===== config.mk =====
export PLATFORM = sky130hd
export DESIGN_NAME = repp_div
export DESIGN_NICKNAME = d
export VERILOG_FILES = /design/src/hdl/repp_pkg.sv /design/src/hdl/repp_div.sv
export SDC_FILE = /design/constraint.sdc
export NUM_CORES = 1
export LEC_CHECK = 0
export CAP_MARGIN = 0
export CORE_AREA = 2 2 162 164
export DETAILED_ROUTE_END_ITERATION = 12
export DIE_AREA = 0 0 164 166
export DONT_BUFFER_PORTS = 1
export PLACE_DENSITY = 0.46
export SLEW_MARGIN = 10
export SYNTH_ARGS = -nofsm -noshare
export SYNTH_HDL_FRONTEND = slang
export SYNTH_SLANG_ARGS = --single-unit

===== constraint.sdc =====
create_clock -name clk -period 3.8 [get_ports clk]
set_input_delay 0.19 -clock clk [delete_from_list [all_inputs] [get_ports clk]]
set_output_delay 0.19 -clock clk [all_outputs]
set_load 0.01 [all_outputs]

===== src/hdl/repp_pkg.sv =====
`timescale 1ns / 1ps
// ----------------------------------------------------------------------------
// repp_pkg
// Shared widths and divider request/response types for the equal pair
// probability block.
// ----------------------------------------------------------------------------
package repp_pkg;

  localparam int ARRAY_DEPTH = 65536;
  localparam int VALUE_RANGE = 65536;
  localparam int ADDR_W      = $clog2(ARRAY_DEPTH);
  localparam int VAL_W       = $clog2(VALUE_RANGE);
  localparam int CNT_W       = ADDR_W + 1;
  localparam int PAIR_W      = 32;
  localparam int OUT_W       = 31;

  // divider request
  typedef struct packed {
    logic              start;
    logic [PAIR_W-1:0] dividend;
    logic [PAIR_W-1:0] divisor;
  } div_req_t;

  // divider response
  typedef struct packed {
    logic              done;
    logic [PAIR_W-1:0] quot;
    logic [PAIR_W-1:0] rem;
  } div_rsp_t;

endpackage


===== src/hdl/repp_div.sv =====
`timescale 1ns / 1ps
// ----------------------------------------------------------------------------
// repp_div
// Restoring divider, one quotient bit per cycle; done pulses when the
// quotient and remainder are ready.
// ----------------------------------------------------------------------------
module repp_div
  import repp_pkg::*;
(
  input  logic     clk,
  input  logic     rst_n,
  input  div_req_t req,
  output div_rsp_t rsp
);

  localparam int CW = $clog2(PAIR_W + 1);

  logic [PAIR_W-1:0] q_r, r_r, d_r;
  logic [CW-1:0]     cnt_r;
  logic              done_r;
  logic [PAIR_W:0]   shifted;
  logic [PAIR_W:0]   trial;

  // trial subtract of the shifted partial remainder
  always_comb begin
    shifted = {r_r, q_r[PAIR_W-1]};
    trial   = shifted - {1'b0, d_r};
  end

  // control
  always_ff @(posedge clk) begin
    if (!rst_n) begin
      cnt_r  <= '0;
      done_r <= 1'b0;
    end else begin
      done_r <= 1'b0;
      if (req.start) begin
        cnt_r <= CW'(PAIR_W);
      end else if (cnt_r != '0) begin
        cnt_r <= cnt_r - 1'b1;
        if (cnt_r == CW'(1)) done_r <= 1'b1;
      end
    end
  end

  // datapath
  always_ff @(posedge clk) begin
    if (req.start) begin
      q_r <= req.dividend;
      r_r <= '0;
      d_r <= req.divisor;
    end else if (cnt_r != '0) begin
      if (trial[PAIR_W]) begin
        r_r <= shifted[PAIR_W-1:0];
        q_r <= {q_r[PAIR_W-2:0], 1'b0};
      end else begin
        r_r <= trial[PAIR_W-1:0];
        q_r <= {q_r[PAIR_W-2:0], 1'b1};
      end
    end
  end

  assign rsp.done = done_r;
  assign rsp.quot = q_r;
  assign rsp.rem  = r_r;

endmodule


* Word level (Yosys, flattened, before mapping) *
Index checks and enable logic that the tools add are counted.

cells by class
  reduce and logical (&&, ||, !) cells = 4
  eq/ne operators = 1
  multiplexer cells = 7
  add/sub/neg operators = 2
  bitwise gates (word level) = 2

operator list
  operator                                             number
  2-to-1 mux 32 bit                                    3
  subtractor 33 x 32 -> 33 bit                         1
  2-to-1 mux 6 bit                                     2
  equality test 6 x 1 -> 1 bit, second input constant  1
  nonzero test 6 bit                                   1
  subtractor 6 x 1 -> 6 bit, second input constant     1
  OR reduction 3 bit                                   1
  2-to-1 mux 1 bit                                     2
  NOT 1 bit                                            2
  nonzero test 2 bit                                   1
  OR reduction 2 bit                                   1

storage, ports and cells
  flip-flop bits (word level) = 103
  logic and storage cells = 22
  bits of input ports = 67

* Longest topological paths before layout *
  depth after elaboration = 4
  depth in mapped cells = 14

* Worst setup path before layout *
No wires, ideal clock.

  kind = register to register
  from = reg q_r[31]
  to = reg r_r[19]
  period minus slack after synthesis = 2864 ps
  buffers on the path = 1
  cell stages (with the launch flop) = 14
  path slack = 936 ps
  arrival time = 2776 ps
  data required time = 3712 ps
  library setup time = 88 ps
  path through = edfxtp_1 -> inv_1 -> ha_1 -> fa_1 -> nor2b_1 -> o31a_1 -> o211ai_2 -> a21oi_4 -> nor2_2 -> o311ai_4 -> buf_6 -> nor2_2 -> o31a_1 -> a311oi_2

between the ends
  word-level cells in the longest chain between the ends = 2

RTL lines
  item                          RTL line        text
  start: declaration            repp_div.sv:18  logic [PAIR_W-1:0] q_r, r_r, d_r;
  start signal: assignment      repp_div.sv:49  q_r <= req.dividend;
  start signal: assignment      repp_div.sv:55  q_r <= {q_r[PAIR_W-2:0], 1'b0};
  start signal: assignment      repp_div.sv:58  q_r <= {q_r[PAIR_W-2:0], 1'b1};
  subtractor 33 x 32 -> 33 bit  repp_div.sv:27  trial = shifted - {1'b0, d_r};
  2-to-1 mux 32 bit             repp_div.sv:53  if (trial[PAIR_W]) begin
  end signal: assignment        repp_div.sv:54  r_r <= shifted[PAIR_W-1:0];
  end signal: assignment        repp_div.sv:57  r_r <= trial[PAIR_W-1:0];
  end: declaration              repp_div.sv:18

No other way between the ends.
A chain may end at the register's enable or synchronous reset.

* Worst setup path after layout *
  from = reg q_r[31]
  to = reg r_r[29]

The elaborated chain is that of the path after synthesis.

==> out/metrics.csv <==
stage,metric,value,unit
outcome,status,"finished, final reports clean",
power,switching part of the total power,42.0,%
clocking,hold_buf cts,35,
yosys,Mean Syn Cell Area,10.3,um^2
placed_design,I/O Buffers,0,
yosys,post-synthesis sequential area ratio,44.6,%
timing,Worst Max-Slew Pin Slew,1.10,ns
min_path,Hold Crit Class,primary input to flop,
worst_setup_path,crit-path max cell delay,0.47,ns
grt,M1 GR Usage,14.3,%
yosys,Yosys reg bits,103,
timing,setup violators final,0,
yosys,cell count after synthesis,589,
clocking,H-tree depth,3,
worst_setup_path,"delay-heaviest family, CP",compound AO/OA/AOI/OAI gates,
yosys,top cell type's share of synthesized area,31.7,%
routing,final wirelength,14800,um
yosys,largest area contributor in the netlist,edfxtp_1,
timing,Hold Worst Slack,0.0396,ns
cells_and_area,ANT cells,0,
yosys,syn nets,691,
routing,DRT Pass-1 Iters,4,
grt,vias in the first global route,4185,
clocking,clk root buf,clkbuf_16,
power,combinational share of power,45.1,%
power,Peak VDD IR,351,uV
worst_setup_path,crit path kind,flop to flop,
routing,# DRC,0,
timing,clk_skew,0.0142,ns
power,NetSw,2.21,mW
placed_design,HPWL Detailed,10300,um
grt,global routing usage on met3,5.12,%
routing,routed length per instance,15.6,um
yosys,Post-synth EDFFs,64,
power,sequential fraction of design power,36.0,%
clocking,CTS sink cnt,103,
timing,Max Clk Rate,302,MHz
clocking,CTS tree,done,
cells_and_area,Syn-to-layout area delta,15.9,%
yosys,mux cell area share after synthesis,10.8,%
grt,GRT Residual Overflow,0,
worst_setup_path,Crit. End Element,flop,
worst_setup_path,Critical Path Fanout Max,40,
power,Final Power,5.26,mW
timing,Fin Setup TNS,0,ns
worst_setup_path,Worst R2R Path Depth,13,
cells_and_area,post-layout util,27.4,%
power,Pint,3.05,mW
yosys,post-synthesis compound-gate area fraction,16.0,%
yosys,XOR/XNOR share of the synthesized area,4.48,%
yosys,Main synth FF type,edfxtp_1,
floorplanning,Rows,59,
grt,initial antenna violation count,1,
routing,vias per cell,4.54,
floorplanning,core area,0.0256,mm^2
timing,endpoints failing hold,0,
clocking,setup fix buffers added after clock tree synthesis,0,
worst_setup_path,WP data arrival,3.55,ns
timing,RSZ-0062 raised after global routing,no,
yosys,"Distinct cells, synth",60,
power,clock share of power,18.9,%
placed_design,dpl cells,896,
clocking,Worst-path clk slew,0.09,ns
worst_setup_path,worst endpoint required time,4.04,ns
clocking,Inserted Clock Buffers,9,
yosys,asr flop ratio synth,0,%
run,Max Cap Viol,0,
power,pwr/cell area,748,mW/mm^2
min_path,Min-Delay Path Depth,1,
floorplanning,Die Ht,166,um
power,leakage power,2.76,nW
grt,GRT Overall Usage,11.0,%
timing,final period utilization,87.0,%
grt,first-pass GRT wire length,23300,um
floorplanning,I/O pins,132,
cells_and_area,# nets final,709,
clocking,later-pin clock latency in the skew report,0.36,ns
worst_setup_path,Critical Path Stages,13,
yosys,Ys Warns,0,
routing,via count,4295,
yosys,Area contributors post-synth,"edfxtp_1 32%, dfxtp_1 13%, ha_1 7.0%",
yosys,Synth Cell Area,0.00607,mm^2
timing,Slew headroom,26.3,%
yosys,main combinational cell family by area after synthesis,compound AO/OA/AOI/OAI gates,
yosys,Post-Synth Simple-Gate Area,11.2,%
grt,met2 Use GR,16.6,%
routing,Initial DRC Count,178,
worst_setup_path,slowest CP cell,edfxtp_1,
worst_setup_path,crit-path cells,inv_1 > ha_1 > fa_1 > nor2b_1 > o31a_1 > o211ai_2 > a21oi_4 > nor2_2 > o311ai_4 > buf_12 > and2b_1 > a311oi_1 > nor3_1,
timing,Slew Limit Fails,0,
yosys,Synth Area in Adders,7.34,%
cells_and_area,fin cells,947,
floorplanning,die area,0.0272,mm^2
cells_and_area,share of cells above drive strength 1,10.6,%
grt,GR peak layer,met2,
worst_setup_path,critical path launch point type,flop,
clocking,CTS Buffer Depth,2,
floorplanning,Initial Utilization,23.7,%
floorplanning,die width,164,um
worst_setup_path,Buffers & Inverters on Critical Path,2,
placed_design,Placer Congestion,0.748,
clocking,PostCTS Resize Cnt,0,
routing,ANT nets after route,0,
timing,fin crit period,3.31,ns
grt,largest net degree at the start of global routing,64,
## path summary, 6_finish.rpt
path / startpoint / to / slack (ns)
hold / removal: req[52] / q_r[20]$_DFFE_PP_ / 0.04
hold reg to reg: cnt_r[1]$_SDFFE_PP0P_ / cnt_r[1]$_SDFFE_PP0P_ / 0.53
setup reg to reg: q_r[31]$_DFFE_PP_ / r_r[29]$_SDFFE_PP0P_ / 0.49
setup / recovery: q_r[31]$_DFFE_PP_ / r_r[29]$_SDFFE_PP0P_ / 0.49
## through the flow
stage                     worst slack, ns  instance area [um^2]
after global routing                0.248                  7030
after floorplan                     0.936                  6070
after detailed placement            0.495                  6340
final                               0.493                  7030
after global placement              0.555                  6340
after CTS                           0.454                  7030
## worst register-to-register path: stages (launching register included)
cell      delay (ns)
edfxtp_1        0.47
inv_1           0.07
ha_1            0.22
fa_1            0.41
nor2b_1         0.19
o31a_1          0.21
o211ai_2        0.17
a21oi_4         0.18
nor2_2          0.08
o311ai_4        0.32
buf_12          0.31
and2b_1         0.23
a311oi_1        0.24
nor3_1          0.08
## kinds of logic (layout without fill, tap and decap cells)
group	count (synthesis)	in the layout
XOR/XNOR	31	31
flip-flops	103	103
adder cells (fa/ha/maj)	35	35
buffers and inverters	74	97
AO/OA/AOI/OAI	140	140
AND/OR/NAND/NOR	145	145
multiplexers	61	61
## cells in the mapped netlist, types with 2 or more instances
cell type / number
a211oi_1: 27
a21o_1: 13
a21oi_1: 37
a31oi_1: 5
and2_1: 3
and3_1: 2
buf_12: 2
buf_2: 8
buf_4: 2
buf_6: 2
clkbuf_1: 17
dfxtp_1: 39
edfxtp_1: 64
ha_1: 34
inv_1: 43
mux2_2: 34
mux2i_1: 27
nand2_1: 38
nand2b_1: 5
nand3_1: 6
nand3b_1: 2
nand4_1: 7
nor2_1: 56
nor2_2: 2
nor2b_1: 5
nor3_1: 8
nor4b_1: 2
o2111ai_1: 3
o211a_1: 3
o211ai_1: 4
o21a_1: 6
o21ai_0: 21
o21bai_1: 2
o31a_1: 5
xnor2_1: 22
xor2_1: 9
## placed cells by master, fill, tap and decap left out, types with 5 or more instances in the layout
cell type and count:
clkbuf_16 9, xnor2_1 22, nand3_1 6, a211oi_1 27
nor3_1 8, nor2b_1 5, a21oi_1 37, edfxtp_1 64
a21o_1 13, nor2_1 56, xor2_1 9, a31oi_1 5
nand4_1 7, dfxtp_1 39, ha_1 34, nand2_1 37
dlygate4sd3_1 34, o21ai_0 21, nand2b_1 5, o21a_1 6
mux2i_1 27, mux2_2 34, inv_1 43, o31a_1 5
## metal layers
metal,up-vias,routed length (um),part of all wire (%)
li1,2170,-,-
met2,112,6520,44
met5,-,7,0.047
met4,2,146,0.99
met3,12,1350,9.1
met1,1999,6760,46
## registers in the layout (all words and copies together) (netlist names)
register and cells:
cnt_r 6, d_r 32, done_r 1, r_r 32, q_r 32
## power groups by stage
stage | combinational [mW] | sequential, mW | clock (mW)
after floorplan | 2.07 | 1.81 | 0
after global placement | 2.36 | 1.93 | 0
after detailed placement | 2.36 | 1.93 | 0
after CTS | 2.41 | 1.91 | 1.04
after global routing | 2.67 | 1.95 | 1.07
final | 2.37 | 1.89 | 0.993
## layout make-up
class | instances | area (um^2)
fillers | 2683 | 18600
multi-input cells | 412 | 3020
flip-flops and latches | 103 | 2700
well taps | 335 | 419
repair buffers | 38 | 403
clock buffers | 9 | 225
inverters | 43 | 161
clock inverters | 7 | 93.8
Power figures use the tool's default switching activity.
